**config.mk**
```make
export PLATFORM = sky130hd
export DESIGN_NAME = sbet_fix
export DESIGN_NICKNAME = d
export VERILOG_FILES = /design/src/rtl/sbet_pkg.sv /design/src/rtl/sbet_fix.sv
export SDC_FILE = /design/constraint.sdc
export NUM_CORES = 1
export LEC_CHECK = 0
export BUFFER_PORTS_ARGS = -buffer_cell sky130_fd_sc_hd__buf_2
export CORE_MARGIN = 5
export CORE_UTILIZATION = 30
export DETAILED_ROUTE_END_ITERATION = 6
export PLACE_DENSITY_LB_ADDON = 0.3
export SYNTH_ARGS = -nofsm -noshare
export SYNTH_HDL_FRONTEND = slang
export SYNTH_SLANG_ARGS = --single-unit
```
**constraint.sdc**
```tcl
create_clock -name vclk -period 3.1
set_input_delay 0.465 -clock vclk [all_inputs]
set_output_delay 0.465 -clock vclk [all_outputs]
set_load 0.05 [all_outputs]
```
**src/rtl/sbet_pkg.sv**
```systemverilog
// Shared types and constants for the swept box entry time core.
`default_nettype none

package sbet_pkg;

  // Default widths of the coordinate and time fraction fields.
  localparam int COORD_BITS_DEF     = 24;
  localparam int TIME_FRAC_BITS_DEF = 16;

  // Width of the unsigned box size fields.
  localparam int SIZE_BITS = 20;

  // Quotient bits produced by each divider stage.
  localparam int BITS_PER_STAGE = 2;

  // Side flags that travel with each divider lane.
  typedef struct packed {
    logic neg;   // numerator was negative
    logic big;   // quotient is known to be at or above the saturation point
    logic skip;  // zero motion on this axis, the lane places no bound
  } lane_flags_t;

endpackage

`default_nettype wire

```
**src/rtl/sbet_fix.sv**
```systemverilog
// Signs and saturates one lane's quotient into a fraction in [-1.0, 2.0].
`default_nettype none

module sbet_fix #(
  parameter int TF = 16
) (
  input  wire logic [TF+1:0]         q,
  input  wire logic                  rem_nz,
  input  wire sbet_pkg::lane_flags_t flags,
  output logic signed [TF+2:0]       t
);
  import sbet_pkg::*;

  localparam int TW = TF + 3;
  localparam logic signed [TW-1:0] ONE = TW'(1) <<< TF;
  localparam logic signed [TW-1:0] TWO = TW'(2) <<< TF;

  logic signed [TW-1:0] qx, qc;

  // Negative numerators floor away from zero: negate the ceiling.
  // A floor quotient at or above one already saturates once rounded up.
  always_comb begin
    qx = signed'(TW'(q));
    qc = qx + signed'(TW'(rem_nz));
    if (flags.neg) begin
      if (flags.big || qx >= ONE) begin
        t = -ONE;
      end else begin
        t = -qc;
      end
    end else begin
      if (flags.big || qx > TWO) begin
        t = TWO;
      end else begin
        t = qx;
      end
    end
  end

endmodule

`default_nettype wire

```
==> results.tsv <==
metric	value	unit
critical-path maximum fanout	2	
Setup CP Type	in2out	
syn_area_per_cell	6.73	sq um
Ys Warns	0	
total die area	5870	sq um
placed cell area	1700	sq um
pin count of the biggest net entering global routing	17	
grt ovf	0	
Mapped Nets	247	
first-pass GRT wire length	6400	um
fmax	0.334	GHz
vias in the first global route	1451	
port bufs	40	
Syn Std Cell Area	1330	sq um
crit path capture type	primary output	
post-route cell area	1760	sq um
Layout Nets	300	
CP max stage delay	310	ps
Worst EP arrival	2530	ps
Leak	0.870	nW
crit-path most repeated cell	ha_1	
1st-iter DRT viols	57	
Synth cell types	40	
Final Hold Fails	0	
# diodes	0	
status	complete, no violations	
final setup violation count	0	
initial core utilization	30.8	%
GR Util met3	1.18	%
hold buffers post-CTS	0	
fin crit share	96.5	%
share of cells above drive strength 1	27.3	%
row cnt	24	
Die Y	76.6	um
RSZ-0062 raised after global routing	false	
Post-Route WL	3790	um
sequential area share after synthesis	0	%
Layout area overhead	31.7	%
highest-delay cell along the critical path	a211o_1	
Cell Pwr Density	190	nW/um^2
met1 Usage GRT	16.8	%
VDD IR max	0.0690	mV
FF+latch count	0	
CORE AREA	4320	sq um
cells after synthesis	198	
Final Wtd Congestion	0.828	
Hold Path Class	in2out	
drt drc	0	
Worst slew margin	68.8	%
GRT Overall Usage	12.2	%
final worst path period need	2990	ps
routed vias	1488	
GR met2 Demand/Resource	21.8	%
Critical Path RT	2630	ps
IO Pins	41	
Worst-Margin Slew	467	ps
post-DR vias/cell	4.94	
GRT busiest layer	met2	
Hold Slack	1320	ps
Avg WL per Cell	12.6	um
Final Max Tran Viols	0	
crit-path cells	buf_2, inv_1, ha_1, ha_1, a211o_1, a221oi_4, o211ai_2, a31oi_4, buf_4, xor2_1, o21ai_2, clkbuf_4	
CP startpoint kind	primary input	
fill count	466	
worst hold path cell count	4	
hpwl dp	3220	um
remaining antenna violation count	0	
clock buffer count	0	
Seq. cell area	0	sq um
Initial DRT Pass Iterations	4	
initial antenna violation count	0	
Die Wd	76.6	um
Max-cap violations	0	
worst max-delay path, delay by kind of cell:
family | cells | cell delay [ps]
compound gates | 5 | 1020
buf+inv | 4 | 480
fa+ha+maj | 2 | 380
xor+xnor | 1 | 170
worst paths after layout:
path	start	endpoint	slack [ps]
setup / recovery	q[0]	t[14]	110
hold / removal	q[11]	t[11]	1320
area by class of cell:
class	count	area (sq um)	share of cell area, %
inverter	28	105	5.99
multi-input combinational	167	1260	71.9
tap	52	65.1	3.71
timing repair buffer	54	323	18.4
repair_timing:
item | 4_1_cts | 5_1_grt
setup endpoints to repair | 3 | 10
pin swaps | 0 | 5
buffers inserted | 0 | 1
gates resized for setup | 4 | 10
hold endpoints to repair | 0 | 0
synthesized netlist by cell type (2+ instances only):
master     count  area (sq um)
o21ai_0        8          40.0
a31oi_1        2          12.5
nand2_1       20          75.1
o21bai_1       2          15.0
a21oi_1       13          65.1
a22o_1         3          26.3
o21ai_1       16          80.1
nand3_1        4          20.0
a211oi_1       3          22.5
nor3_1         3          15.0
nand2b_1       5          31.3
mux2i_1        4          40.0
xnor2_1        9          78.8
xor2_1         4          35.0
and2_1         2          12.5
inv_2          2          7.51
nand4_1        4          25.0
ha_1          27           338
nor2b_1       10          62.6
inv_1         25          93.8
nor2_1        10          37.5
nor3b_1        2          15.0
clkbuf_1       2          7.51
o2111ai_1      2          17.5
placed cells by master, fill, tap and decap left out, types with 2 or more instances in the layout:
cell type | netlist | routed
nand3_1 | 4 | 4
nand2_1 | 20 | 20
nor3_1 | 3 | 2
and2_1 | 2 | 2
o21ai_0 | 8 | 8
nor2_1 | 10 | 10
mux2i_1 | 4 | 3
o21ai_1 | 16 | 15
a21oi_1 | 13 | 13
nor2b_1 | 10 | 10
a211oi_1 | 3 | 2
buf_2 | 1 | 33
xnor2_1 | 9 | 9
nor3b_1 | 2 | 2
xor2_1 | 4 | 4
inv_2 | 2 | 2
buf_4 | 0 | 18
nand2b_1 | 5 | 5
nand4_1 | 4 | 4
a22o_1 | 3 | 3
ha_1 | 27 | 27
clkbuf_4 | 0 | 3
inv_1 | 25 | 25
metal layers:
| metal | vias to the layer above | routed length, um |
|---|---|---|
| li1 | 796 | - |
| met1 | 658 | 1810 |
| met2 | 34 | 1800 |
| met3 | 0 | 180 |
| met4 | 0 | 0 |
| met5 | - | 0 |
logic make-up after synthesis:
logic type,after synthesis,synth area share (%)
xor gates and xnor gates,13,8.54
AOI/OAI and AO/OA,59,30.3
buffers and inverters,31,8.83
muxes,4,3.00
and+or+nand+nor,64,23.9
adders and majority gates,27,25.4
report_power, final:
| group | internal (mW) | switching [mW] |
|---|---|---|
| Clock | 0 | 0 |
| Sequential | 0 | 0 |
| Combinational | 0.135 | 0.199 |
| Total | 0.135 | 0.199 |
stage by stage:
stage                     setup TNS [ps]  instances  utilization (%)  setup WS [ps]  power [mW]
final                                  0        301             40.6            110       0.334
after global placement             -29.5        300             39.3          -29.5       0.320
after detailed placement           -30.2        300             39.3          -30.2       0.322
after CTS                              0        300             39.6           20.8       0.326
after floorplan                        0        198                -           81.1       0.230
after global routing                   0        301             40.6           14.1       0.367
Power figures use the tool's default switching activity.
