--- config.mk ---
export PLATFORM = sky130hd
export DESIGN_NAME = sbet_div
export DESIGN_NICKNAME = d
export VERILOG_FILES = /design/src/rtl/sbet_pkg.sv /design/src/rtl/sbet_div.sv
export SDC_FILE = /design/constraint.sdc
export NUM_CORES = 2
export LEC_CHECK = 0
export ABC_AREA = 1
export BUFFER_PORTS_ARGS = -buffer_cell sky130_fd_sc_hd__clkbuf_2
export CORE_MARGIN = 10
export CORE_UTILIZATION = 64
export CTS_BUF_LIST = sky130_fd_sc_hd__clkbuf_8
export CTS_CLUSTER_DIAMETER = 120
export DETAILED_ROUTE_END_ITERATION = 16
export PLACE_DENSITY = 0.81
export SYNTH_ARGS = -nofsm -noshare
export SYNTH_HDL_FRONTEND = slang
export SYNTH_SLANG_ARGS = --single-unit
export TNS_END_PERCENT = 100
--- constraint.sdc ---
create_clock -name clk -period 8.4 [get_ports clk]
set_clock_uncertainty 0.2 [all_clocks]
set_input_delay 0.42 -clock clk [delete_from_list [all_inputs] [get_ports clk]]
set_output_delay 0.42 -clock clk [all_outputs]
set_load 0.01 [all_outputs]
--- src/rtl/sbet_pkg.sv ---
// Shared types and constants for the swept box entry time core.
`default_nettype none

package sbet_pkg;

  // Default widths of the coordinate and time fraction fields.
  localparam int COORD_BITS_DEF     = 24;
  localparam int TIME_FRAC_BITS_DEF = 16;

  // Width of the unsigned box size fields.
  localparam int SIZE_BITS = 20;

  // Quotient bits produced by each divider stage.
  localparam int BITS_PER_STAGE = 2;

  // Side flags that travel with each divider lane.
  typedef struct packed {
    logic neg;   // numerator was negative
    logic big;   // quotient is known to be at or above the saturation point
    logic skip;  // zero motion on this axis, the lane places no bound
  } lane_flags_t;

endpackage

`default_nettype wire

--- src/rtl/sbet_div.sv ---
// Pipelined restoring divider lane, two quotient bits per register stage.
`default_nettype none

module sbet_div #(
  parameter int NW = 28,
  parameter int QB = 18
) (
  input  wire logic                  clk,
  input  wire logic                  en,
  input  wire logic [NW-1:0]         r_in,
  input  wire logic [NW-1:0]         d4_in,
  input  wire sbet_pkg::lane_flags_t f_in,
  output logic [QB-1:0]              q_out,
  output logic                       rem_nz,
  output sbet_pkg::lane_flags_t      f_out
);
  import sbet_pkg::*;

  localparam int NST = (QB + BITS_PER_STAGE - 1) / BITS_PER_STAGE;

  logic [NW-1:0] r_p [NST+1];
  logic [NW-1:0] d_p [NST+1];
  logic [QB-1:0] q_p [NST+1];
  lane_flags_t   f_p [NST+1];

  assign r_p[0] = r_in;
  assign d_p[0] = d4_in;
  assign q_p[0] = '0;
  assign f_p[0] = f_in;

  for (genvar st = 0; st < NST; st++) begin : g_stage
    logic [NW-1:0] r_n;
    logic [QB-1:0] q_n;

    // Shift the partial remainder and subtract the scaled divisor when it fits.
    always_comb begin
      r_n = r_p[st];
      q_n = q_p[st];
      for (int k = 0; k < BITS_PER_STAGE; k++) begin
        if (st * BITS_PER_STAGE + k < QB) begin
          r_n = r_n << 1;
          if (r_n >= d_p[st]) begin
            r_n = r_n - d_p[st];
            q_n = {q_n[QB-2:0], 1'b1};
          end else begin
            q_n = {q_n[QB-2:0], 1'b0};
          end
        end
      end
    end

    always_ff @(posedge clk) begin
      if (en) begin
        r_p[st+1] <= r_n;
        d_p[st+1] <= d_p[st];
        q_p[st+1] <= q_n;
        f_p[st+1] <= f_p[st];
      end
    end
  end

  assign q_out  = q_p[NST];
  assign rem_nz = |r_p[NST];
  assign f_out  = f_p[NST];

endmodule

`default_nettype wire

==> results.md <==
- Kind of cell adding the most delay to the critical path: simple AND/OR/NAND/NOR gates
- Register area share after synthesis: 0.293
- Die Y: 326 um
- GRT Total Usage: 0.360
- DIE AREA: 106000 um2
- Hold_ws: 43.7 ps
- Number of setup buffers added after CTS: 0
- Worst setup SP type: flop
- CP Class: reg2reg
- Setup TNS: 0 ps
- Ports: 83
- Fmax: 0.161 GHz
- # fillers: 8251
- Clk buf depth: 3
- Multi-input logic area: 35800 um2
- Yosys cell types: 50
- Final wirelength: 198 mm
- Drt pass-1 iters: 7
- Area Overhead vs Synth: 6.48%
- Final Max Tran Viols: 0
- Outcome: complete, no violations
- GRT overflow: 0
- Post-DP HPWL: 161 mm
- Top FF cell, synth: edfxtp_1
- FF+latch count, synth: 585
- Layout cells sized above 1: 0.0426
- Violation count after the first detailed-route iteration: 6914
- Post-synth EDFFs: 585
- CP cell instances: inv_1, ha_1, a21oi_1, o21ai_0, nand2_1, nand2_1, a21oi_4, nand3_2, nand2_1, and2_1, ha_1, a21oi_1, nor2_1, nor2_1, o21ai_0, o21bai_1, nor2_4, nand3_1, nand2_1
- Wire per inst: 18.9 um
- Via/cell ratio: 5.83
- Cells after Synth: 9021
- Final hold violations: 0
- First-pass GRT wire length: 306 mm
- Fin nets: 9709
- Worst-margin pin slew: 1210 ps
- Finish-stage setup viols: 0
- Critical Path Most Common Cell: nand2_1
- CTS tree: done
- CTS Hold Bufs: 51
- Htree depth: 3
- Period utilization: 0.742
- Die W: 326 um
- Initial Util: 0.644
- Hold Startpoint: r_in[15]
- # port buffers: 81
- Post-Syn Area: 60000 um2
- Number of cell rows: 112
- Final Non-Filler Cells: 10.5k
- CP startpoint: d_p[191]
- Largest net degree at the start of global routing: 173
- Initial antenna violation count: 13
- Worst rel slew slack: 0.190
- Root Driver: clkbuf_8
- RSZ-0062 raised after global routing: no
- Post-layout util: 0.685
- Drt drc: 0
- RR Startpoint: d_p[191]
- Core area: 93200 um2
- Minimum clock period: 6230 ps
- Clock sink count: 585
- Critical Path Sink Type: flop
- Placed cell count: 10.2k
- TritonCTS Buffers: 98
- CTS clk-pin slew, worst paths: 60 ps
- Vias in the first global route: 57.3k
- Syn Area/Cell: 6.65 um2
- Seq. cell area: 17600 um2
- Detail Route Antenna Nets: 0
- Asr flop ratio synth: 0
- Buf/Inv on CP: 1
- Clk_lat worst skew: 790 ps
- Crit path DAT: 6630 ps
- Routability cong.: 1.07
- Synthesized net count: 9586
- CP max stage cell: nand3_2
- Vias post-DR: 61.1k
- Resized Gates After CTS: 0
- WP data required: 8800 ps
- CP max FO: 29
- Crit-path max cell delay: 740 ps
- Synth warnings: 0
- Max cap viols: 0
- Worst min-delay path class: in2reg
==> cells in the final DEF, fill, tap and decap left out, types with 15 or more instances in the layout <==
cell | Yosys | routed
nand2_1 | 3037 | 3037
inv_1 | 1554 | 1576
nor2_1 | 654 | 654
nand3_1 | 642 | 642
edfxtp_1 | 585 | 585
ha_1 | 495 | 495
a21oi_1 | 410 | 410
nand4_1 | 367 | 367
and2_1 | 233 | 233
o21ai_0 | 189 | 189
xor2_1 | 122 | 122
xnor2_1 | 117 | 117
clkbuf_8 | 0 | 99
nand3b_1 | 98 | 98
clkbuf_2 | 1 | 80
nor3_1 | 74 | 74
dlygate4sd3_1 | 0 | 51
o21bai_1 | 43 | 43
nand2_2 | 30 | 30
or2_2 | 27 | 27
nor2_2 | 26 | 26
a21o_1 | 24 | 24
clkinv_1 | 0 | 23
nor4_1 | 19 | 19
o21ai_1 | 17 | 16
nand3_2 | 16 | 16
clkinv_2 | 0 | 15
==> state kept, by name (all words and copies together) (netlist names) <==
signal  flops
d_p       224
f_p        24
q_out      18
f_out       3
q_p        72
r_p       244
==> synth_stat cells (17+ instances only) <==
master / n / area (um2)
nor2_2: 26 / 163
o21ai_1: 17 / 85.1
nand2_2: 30 / 188
o21bai_1: 43 / 323
nor2_1: 654 / 2450
and2_1: 233 / 1460
nor3_1: 74 / 370
buf_4: 26 / 195
or2_2: 27 / 169
buf_6: 18 / 203
xor2_1: 122 / 1070
nand2_1: 3037 / 11400
nor4_1: 19 / 119
a21oi_1: 410 / 2050
xnor2_1: 117 / 1020
buf_2: 62 / 310
ha_1: 495 / 6190
edfxtp_1: 585 / 17600
nand3b_1: 98 / 736
nand4_1: 367 / 2300
o21ai_0: 189 / 946
nand3_1: 642 / 3210
inv_1: 1554 / 5830
a21o_1: 24 / 180
==> path summary, 6_finish.rpt <==
kind                    to  slack, ps  cells after the start
setup reg to reg  r_p[161]       2170                     19
hold reg to reg    f_p[17]        200                      0
hold / removal    r_p[241]         40                      5
setup / recovery  r_p[161]       2170                     19
==> through the flow <==
step / worst slack, ps / instance area, um2
2_1_floorplan: 4490 / 60000
6_report: 2170 / 63900
5_1_grt: 1970 / 63800
4_1_cts: 2530 / 63800
3_5_place_dp: 2460 / 61300
3_3_place_gp: 2570 / 61300
==> tightest hold or removal path: stages <==
cell      delay, ps
clkbuf_2        140
inv_1            50
nand4_1         100
nand3_1          80
nand2_1          90
==> layout make-up <==
type | count | area share
antenna | 9 | 0.000353
clock buffer | 99 | 0.0213
clock inverter | 82 | 0.0103
inverter | 1566 | 0.0920
multi-input combinational | 6750 | 0.560
sequential | 585 | 0.275
tap | 1254 | 0.0246
timing repair buffer | 143 | 0.0162
==> cell families (layout without fill, tap and decap cells) <==
kind of cell / after synthesis / after routing / share of synthesized area
xor gates and xnor gates: 239 / 239 / 0.0349
other: 0 / 9 / 0
and+or+nand+nor: 5255 / 5255 / 0.385
AOI/OAI and AO/OA: 752 / 752 / 0.0702
adders and majority gates: 504 / 504 / 0.106
buffers and inverters: 1686 / 1890 / 0.111
DFF: 585 / 585 / 0.293
==> metal layers <==
layer | track usage | vias up | share of wire
met4 | 0.243 | 4 | 0.075
met1 | 0.435 | 27600 | 0.38
met2 | 0.582 | 3292 | 0.45
li1 | - | 29400 | -
met3 | 0.0642 | 809 | 0.091
met5 | 0 | - | 0.00034
Power is not shown: default switching activity piles up to over one toggle a cycle in this logic, so the estimate is an artifact.
