--- src/rtl/sbet_pkg.sv ---
// Shared types and constants for the swept box entry time core.
`default_nettype none

package sbet_pkg;

  // Default widths of the coordinate and time fraction fields.
  localparam int COORD_BITS_DEF     = 24;
  localparam int TIME_FRAC_BITS_DEF = 16;

  // Width of the unsigned box size fields.
  localparam int SIZE_BITS = 20;

  // Quotient bits produced by each divider stage.
  localparam int BITS_PER_STAGE = 2;

  // Side flags that travel with each divider lane.
  typedef struct packed {
    logic neg;   // numerator was negative
    logic big;   // quotient is known to be at or above the saturation point
    logic skip;  // zero motion on this axis, the lane places no bound
  } lane_flags_t;

endpackage

`default_nettype wire

--- src/rtl/sbet_axis_prep.sv ---
// Per-axis setup: slab edge numerators, motion magnitude and zero-motion test.
`default_nettype none

module sbet_axis_prep #(
  parameter int CW = 24,
  parameter int NW = 28
) (
  input  wire logic signed [CW-1:0]          s,
  input  wire logic signed [CW-1:0]          e,
  input  wire logic signed [CW-1:0]          c,
  input  wire logic [sbet_pkg::SIZE_BITS:0]  size_sum,
  output logic [NW-1:0]                      mag_a,
  output logic [NW-1:0]                      mag_b,
  output logic [NW-1:0]                      d4,
  output sbet_pkg::lane_flags_t              flags_a,
  output sbet_pkg::lane_flags_t              flags_b,
  output logic                               zm_miss
);
  import sbet_pkg::*;

  logic signed [NW-1:0] s_ext, e_ext, c_ext, sum_ext;
  logic signed [NW-1:0] s2, d2, lo2, hi2, na, nb;
  logic [NW-1:0]        dm;
  logic                 zero;

  // Doubled positions keep the half size sum exact.
  always_comb begin
    s_ext   = NW'(s);
    e_ext   = NW'(e);
    c_ext   = NW'(c);
    sum_ext = signed'(NW'(size_sum));
    s2      = s_ext <<< 1;
    d2      = (e_ext - s_ext) <<< 1;
    lo2     = (c_ext <<< 1) - sum_ext;
    hi2     = (c_ext <<< 1) + sum_ext;
    zero    = (d2 == '0);
    if (d2[NW-1]) begin
      na = s2 - hi2;
      nb = s2 - lo2;
      dm = unsigned'(-d2);
    end else begin
      na = lo2 - s2;
      nb = hi2 - s2;
      dm = unsigned'(d2);
    end
  end

  // Magnitudes and saturation pre-checks for the two lanes of this axis.
  always_comb begin
    d4           = dm << 2;
    mag_a        = na[NW-1] ? unsigned'(-na) : unsigned'(na);
    mag_b        = nb[NW-1] ? unsigned'(-nb) : unsigned'(nb);
    flags_a.neg  = na[NW-1];
    flags_a.big  = (mag_a >= d4);
    flags_a.skip = zero;
    flags_b.neg  = nb[NW-1];
    flags_b.big  = (mag_b >= d4);
    flags_b.skip = zero;
    // Zero motion misses when the start lies outside the widened slab.
    zm_miss      = zero && ((!na[NW-1] && na != '0) || nb[NW-1]);
  end

endmodule

`default_nettype wire

--- config.mk ---
export PLATFORM = sky130hd
export DESIGN_NAME = sbet_axis_prep
export DESIGN_NICKNAME = d
export VERILOG_FILES = /design/src/rtl/sbet_pkg.sv /design/src/rtl/sbet_axis_prep.sv
export SDC_FILE = /design/constraint.sdc
export NUM_CORES = 1
export LEC_CHECK = 0
export BUFFER_PORTS_ARGS = -buffer_cell sky130_fd_sc_hd__buf_4
export CORE_UTILIZATION = 40
export DETAILED_ROUTE_END_ITERATION = 8
export PLACE_DENSITY_LB_ADDON = 0.05
export SLEW_MARGIN = 5
export SYNTH_ARGS = -nofsm -noshare
export SYNTH_HDL_FRONTEND = slang
export SYNTH_SLANG_ARGS = --single-unit
--- constraint.sdc ---
create_clock -name vclk -period 24.9
set_input_delay 4.98 -clock vclk [all_inputs]
set_output_delay 4.98 -clock vclk [all_outputs]
set_load 0.1 [all_outputs]
==> results of run 1 <==
-- layer usage --
metal | vias to the layer above | part of all wire (%)
met2 | 475 | 43
li1 | 7153 | -
met3 | 32 | 5.7
met4 | 0 | 1.4
met1 | 6732 | 50
met5 | - | 0
-- cells in the final DEF, fill, tap and decap left out, types with 15 or more instances in the layout --
| cell type | instances |
|---|---|
| sky130_fd_sc_hd__o21ai_0 | 116 |
| sky130_fd_sc_hd__xor2_1 | 83 |
| sky130_fd_sc_hd__a21oi_1 | 187 |
| sky130_fd_sc_hd__buf_4 | 185 |
| sky130_fd_sc_hd__o21a_1 | 28 |
| sky130_fd_sc_hd__xnor2_1 | 140 |
| sky130_fd_sc_hd__and3_1 | 21 |
| sky130_fd_sc_hd__or3_1 | 15 |
| sky130_fd_sc_hd__and2_1 | 15 |
| sky130_fd_sc_hd__o21bai_1 | 18 |
| sky130_fd_sc_hd__o211ai_1 | 17 |
| sky130_fd_sc_hd__nand4_1 | 29 |
| sky130_fd_sc_hd__nand2_1 | 114 |
| sky130_fd_sc_hd__nor2b_1 | 30 |
| sky130_fd_sc_hd__nand2b_1 | 28 |
| sky130_fd_sc_hd__a21o_1 | 79 |
| sky130_fd_sc_hd__nand3_1 | 38 |
| sky130_fd_sc_hd__a31oi_1 | 26 |
| sky130_fd_sc_hd__nor2_1 | 154 |
| sky130_fd_sc_hd__nor3_1 | 49 |
| sky130_fd_sc_hd__o31ai_1 | 19 |
| sky130_fd_sc_hd__inv_1 | 161 |
| sky130_fd_sc_hd__a211oi_1 | 19 |
| sky130_fd_sc_hd__ha_1 | 216 |
| sky130_fd_sc_hd__nor4_1 | 17 |
-- layout make-up --
type | count | area, um^2 | area share [%]
multi-input combinational | 1680 | 12100 | 82.6
timing repair buffer | 185 | 1390 | 9.50
inverter | 161 | 604 | 4.13
tap | 435 | 544 | 3.72
-- final timing paths --
| check | endpoint | cells after the start | slack [ps] | start |
|---|---|---|---|---|
| max | flags_a[1] | 39 | 6340 | c[0] |
| min | mag_a[0] | 2 | 10370 | size_sum[0] |
-- logic make-up (layout without fill, tap and decap cells) --
group / count (synthesis) / after routing / share of synthesized area (%)
other: 1 / 7 / 0.0287
AND/OR/NAND/NOR: 570 / 570 / 22.3
multiplexers: 13 / 13 / 1.01
XOR/XNOR: 223 / 223 / 15.0
adder cells (fa/ha/maj): 222 / 222 / 21.6
buffers and inverters: 256 / 346 / 7.71
AO/OA/AOI/OAI: 645 / 645 / 32.4
-- worst max-delay path, delay by kind of cell --
kind,cells,cell delay (ps)
AOI/OAI and AO/OA,24,5420
adders and majority gates,4,1200
buffers and inverters,5,1180
and+or+nand+nor,5,580
xor gates and xnor gates,1,210
-- power breakdown --
group	switching, mW	internal, mW	leakage [nW]
Combinational	1.24	0.462	6.92
Sequential	0	0	0
Clock	0	0	0
==> results summary, run 1 <==
The remaining routing DRC violations is 0. The filler-free cell count of the finished design is approximately 2500. Data on the critical path is required at its endpoint by between 15000 and 20000 ps. The number of gates resized after CTS came out at 0. STA puts the critical path data arrival time at ~14000 ps. The worst setup path is captured at an output pin. The largest single stage delay on the critical path is slightly above 700 ps.

For the pin with the worst max-slew slack, the measured transition is about 1000 ps. The cell taking the most area after synthesis is sky130_fd_sc_hd__ha_1. Summing every instance area after synthesis gives about 13000 um^2. The maximum fanout encountered on the critical timing path is 21.

The final cell utilization of the core is a little under half. The fraction of met2 tracks used by global routing is about 45%. The post-place setup slack came out at ~6400 ps.

For this design the top-level I/O count stands at between 150 and 200. After the first detailed-routing iteration, the DRC count stood at 1127. The pre-antenna-repair detailed-routing pass consisted of 6 iterations. The average wire per cell in the routed design came out at between 15 and 20 um. The number of global-route vias before repair is ~13000. The met1 routing resource usage after global routing came out at a little over two fifths. Setup violations remaining at the end of the flow were counted as 0.

Yosys attributes the largest share of cell area to sky130_fd_sc_hd__ha_1 21%, sky130_fd_sc_hd__xnor2_1 9.4%, sky130_fd_sc_hd__a21oi_1 7.2%. Summing over every cut layer, the via total after detailed routing is around 14000. Global routing used between 2 and 2.5% of the available met3 tracks. The critical path start-end classification is primary input to output pin.

In this run the power density over the cells is 117 nW/um^2. The die outline width came out at ~180 um. The count of nets left with antenna violations once routing finished came out at 0. The number of maximum-capacitance constraint violations is 0.

The fraction of layout cells with a size suffix above 1 came out at 11.1%. The register area share after synthesis came out at 0%. The floorplan step set the die height to roughly 180 um. Setup repair after global routing left no endpoint under its margin. In this run, placement finished with an instance count of between 2000 and 2500.

The final estimated routing congestion in global placement came out at ~0.97. The most instantiated library cell after synthesis is sky130_fd_sc_hd__ha_1. Summed over its instances, the top area cell type makes up around 21% of the synthesized netlist area. The floorplan step defined a die boundary enclosing between 30000 and 40000 um^2. Synthesis produced a netlist whose cell count is just under 2000. The final net count came out at about 2300.

The number of fillers in the final layout came out at 3418. The number of standard-cell rows in the floorplan came out at between 60 and 70. The tightest min-delay check is of the primary input to output pin type.

STA classifies the critical path startpoint as a primary input. The wire length reported by the detailed router is roughly 49000 um. By count the netlist is led by 216 x sky130_fd_sc_hd__ha_1, 187 x sky130_fd_sc_hd__a21oi_1, 161 x sky130_fd_sc_hd__inv_1. The final critical-path required period is 18560 ps. After clock tree synthesis, the flow added hold-fix buffers numbering 0. The number of hold violations in the final report came out at 0.

The relative max-transition margin came out at between 30% and 40%. The post-detailed-placement cell area is approximately 15000 um^2. In this run the most used layer during global routing was met2. The post-route cell area is 14600 um^2. The setup TNS is 0 ps. The static leakage is between 6 and 7 nW. Buffers placed on the I/O ports in this run total roughly 180. Summing all flip-flop and latch instances after layout gives 0 um^2. The post-detailed-route via-to-cell ratio is approximately 5.8.

The max-slew violation total from the final report is 0. The power consumption is between 1.5 and 2 mW. The worst path meets setup with 6340 ps of slack. The number of setup buffers added after CTS is 0.

The number of library cell types mapped by synthesis is 84. The maximum achievable frequency is 53.9 MHz. The slowest stage of the critical path is the sky130_fd_sc_hd__a2111oi_0 cell. The overall fraction of global-route tracks in use came out at between 20% and 30%. The run finished with clean final reports.

The highest ir drop seen on vdd is 0.108 mV. The number of antenna violations at the first check in global routing came out at 0. The global-route wire length before repair came out at about 75000 um.

The most numerous cell type found on the critical path is sky130_fd_sc_hd__a21oi_1. The tightest hold margin came out at between 10000 and 15000 ps. For this run the aggregate overflow at the end of global routing stands at 0. The final critical path takes up 74.5% of the cycle.

The largest net degree at the start of global routing is between 70 and 80. The count of sequential standard cells is 0. From synthesis to final layout, the design area changed by 12.0%.

The count of clock buffers in the final design came out at 0. The number of warning messages in the yosys log came out at 0. The number of antenna diodes in the final layout is 0.

The effective utilization at floorplan came out at approximately two fifths. The core area is 31800 um^2. In this run the mean area of a mapped cell was just under 7 um^2. Detailed placement finished with a half-perimeter wire length of about 43000 um.
Power figures use the tool's default switching activity.
==> inputs of run 2 (changes only) <==
==> constraint.sdc (replaced) <==
create_clock -name vclk -period 17.4
set_input_delay 3.48 -clock vclk [all_inputs]
set_output_delay 3.48 -clock vclk [all_outputs]
set_load 0.1 [all_outputs]
==> results summary, run 2 (synthesis gave the netlist of run 1 again) <==
The post-detailed-route via-to-cell ratio came to 5.81 (-0.71%). The post-CTS setup-driven buffer insertion count is 0 (unchanged). The count of sequential standard cells came out at 0 (unchanged). The highest-delay cell along the critical path is sky130_fd_sc_hd__a2111oi_0. The number of hold violations in the final report is 0 (unchanged). The number of fillers in the final layout is 3397 (-0.61%). The worst hold path terminates at mag_a[0]. The detailed placement HPWL is 42100 um (-1.6%). The number of global-route vias before repair is 13403 (-0.052%). The max-slew violation total from the final report is 0 (unchanged). The share of total power in the clock network is 0% (unchanged).

The maximum single-stage delay on the critical path came out at 800 ps (+80 ps). The largest net degree at the start of global routing came out at 66 (-8.3%). The flow ran to the end, and the final reports show no timing, DRC or antenna violations. The slew of the pin with the lowest slew margin was 1090 ps (+65.3 ps). The die outline width was 183 um (unchanged). Setup repair after global routing left no endpoint under its margin.

The cell depth of the worst min-delay path came out at 2 (unchanged). The remaining routing DRC violations is 0 (unchanged). The global-route wire length before repair came out at 73900 um (-1.5%).

The critical path start-end classification is primary input to output pin. The internal cell power was 0.661 mW (+43%). The number of standard-cell rows in the floorplan was 65 (unchanged). The count of final setup violators came out at 0 (unchanged). Leaving out fill and tap cells, the most frequent cell in the layout is sky130_fd_sc_hd__ha_1.

The final cell utilization of the core came out at 46.0% (about the same). The relative max-transition margin is 26.7% (-4.4 points). The number of gates resized after CTS is 0 (unchanged). The count of clock buffers in the final design is 0 (unchanged).

The tightest min-delay check is of the primary input to output pin type. The final estimated routing congestion in global placement is 0.942 (-2.8%). The synthesis-to-finish area growth is 12.0% (about the same).

Static timing analysis puts the maximum clock frequency at slightly above 60 MHz. The most numerous cell type found on the critical path is sky130_fd_sc_hd__a21oi_1. The final net count is 2342 (-0.043%). The combinational share of power came out at 100.0% (about the same). Leaving out fill and tap cells, the most frequent cells in the layout are 216 x sky130_fd_sc_hd__ha_1, 187 x sky130_fd_sc_hd__a21oi_1, 184 x sky130_fd_sc_hd__buf_4, 161 x sky130_fd_sc_hd__inv_1, 154 x sky130_fd_sc_hd__nor2_1. The number of maximum-capacitance constraint violations came out at 0 (unchanged). The average wire per cell in the routed design is 19.6 um (-1.7%).

The final antenna-violating net count is 0 (unchanged). The diode insertion count for antenna repair was 0 (unchanged). The data arrival time of the critical path came out at 12910 ps (-670 ps). The highest ir drop seen on vdd is 0.119 mV (+11%). The setup TNS came out at 0 ps (unchanged). The core area was 31800 um^2 (unchanged). The net load switching power came out at 1.77 mW (+42%). The wire length reported by the detailed router is 48300 um (-1.7%). STA classifies the critical path endpoint as an output pin.

The power consumption came out at 2.43 mW (+43%). The area enclosed by the die boundary is 33400 um^2 (unchanged). The number of detailed-route iterations in the first pass came out at 5 (-1).

The final cycle utilization of the critical path came out at a little over nine tenths. The iteration-0 DRC count of the detailed router came out at 1096 (-2.8%). The number of buffer cells added on primary ports is 179 (unchanged).

The hold buffer count at cts came to 0 (unchanged). The data required time of the worst path is 13920 ps (-6000 ps). The overall fraction of global-route tracks in use came out at 27.9% (-0.47 points). The post-route cell area is 14600 um^2 (about the same).

The die outline height was 183 um (unchanged). The total via count after detailed routing was 14284 (-0.75%). The footprint of the flip-flops and latches is 0 um^2 (unchanged). The power density normalized to cell area came to 166 nW/um^2 (+43%). The switching power share of the total came out at 72.8% (-0.093 points).

The effective utilization at floorplan came out at 41.0% (unchanged). The number of I/O pins is 184 (unchanged). The static leakage is 6.92 nW (about the same). The final critical-path required period is about 16000 ps. The launch instance of the worst min-delay path is size_sum[0]. The worst setup path is launched from a primary input.

The maximum fanout encountered on the critical timing path is 21 (unchanged). The sequential share of power is 0% (unchanged). The number of antenna violations at the first check in global routing is 0 (unchanged). The sum of overflow across all layers after global routing was 0 (unchanged). The footprint of the multi-input gates came out at 12100 um^2 (about the same). The post-detailed-placement cell area came to 14600 um^2 (about the same). The fraction of layout cells with a size suffix above 1 was 11.1% (about the same).
[run 2: cell count changes in the layout (fill, tap and decap cells not counted)]
cell | previous run | this run
sky130_fd_sc_hd__buf_4 | 185 | 184
sky130_fd_sc_hd__nor4b_1 | 1 | 0
sky130_fd_sc_hd__nor4b_2 | 0 | 1
[run 2: worst max-delay path by stage]
stage               startpoint          to
floorplan                 c[0]  flags_a[1]
global placement          c[0]  flags_a[1]
detailed placement        c[0]  flags_a[1]
CTS                       c[0]  flags_a[1]
global route              c[0]  flags_a[1]
finish                    c[0]  flags_a[1]
[run 2: stage by stage]
| stage | worst slack, ps | instances | hold WS [ps] |
|---|---|---|---|
| 3_5_place_dp | 1090 | 2460 | 7370 |
| 3_3_place_gp | 1100 | 2460 | 7360 |
| 6_report | 1010 | 2460 | 7370 |
| 4_1_cts | 1090 | 2460 | 7370 |
| 2_1_floorplan | 156 | 1936 | 7170 |
| 5_1_grt | 507 | 2460 | 7380 |
[run 2: metal layers]
metal  vias up  wire length [um]  GRT usage (%)
li1       7154                 -              -
met1      6623             23700           41.1
met2       473             20600           44.1
met3        34              3270           2.87
met4         0               716           3.93
met5         -                 0              0
[run 2: final cells by class]
class	count	share of cell area (%)
multi-input cells	1680	82.7
repair buffers	184	9.45
inverters	161	4.13
well taps	435	3.72
[run 2: power by group through the flow]
stage               sequential (mW)  clock, mW  combinational [mW]
detailed placement                0          0                2.41
CTS                               0          0                2.41
finish                            0          0                2.43
global placement                  0          0                2.39
global route                      0          0                2.58
floorplan                         0          0                1.85
[run 2: critical path: cells and delay by family]
family | cells | cell delay, ps
AOI/OAI and AO/OA | 24 | 6120
buffers and inverters | 5 | 1260
adders and majority gates | 4 | 1200
and+or+nand+nor | 5 | 590
xor gates and xnor gates | 1 | 230
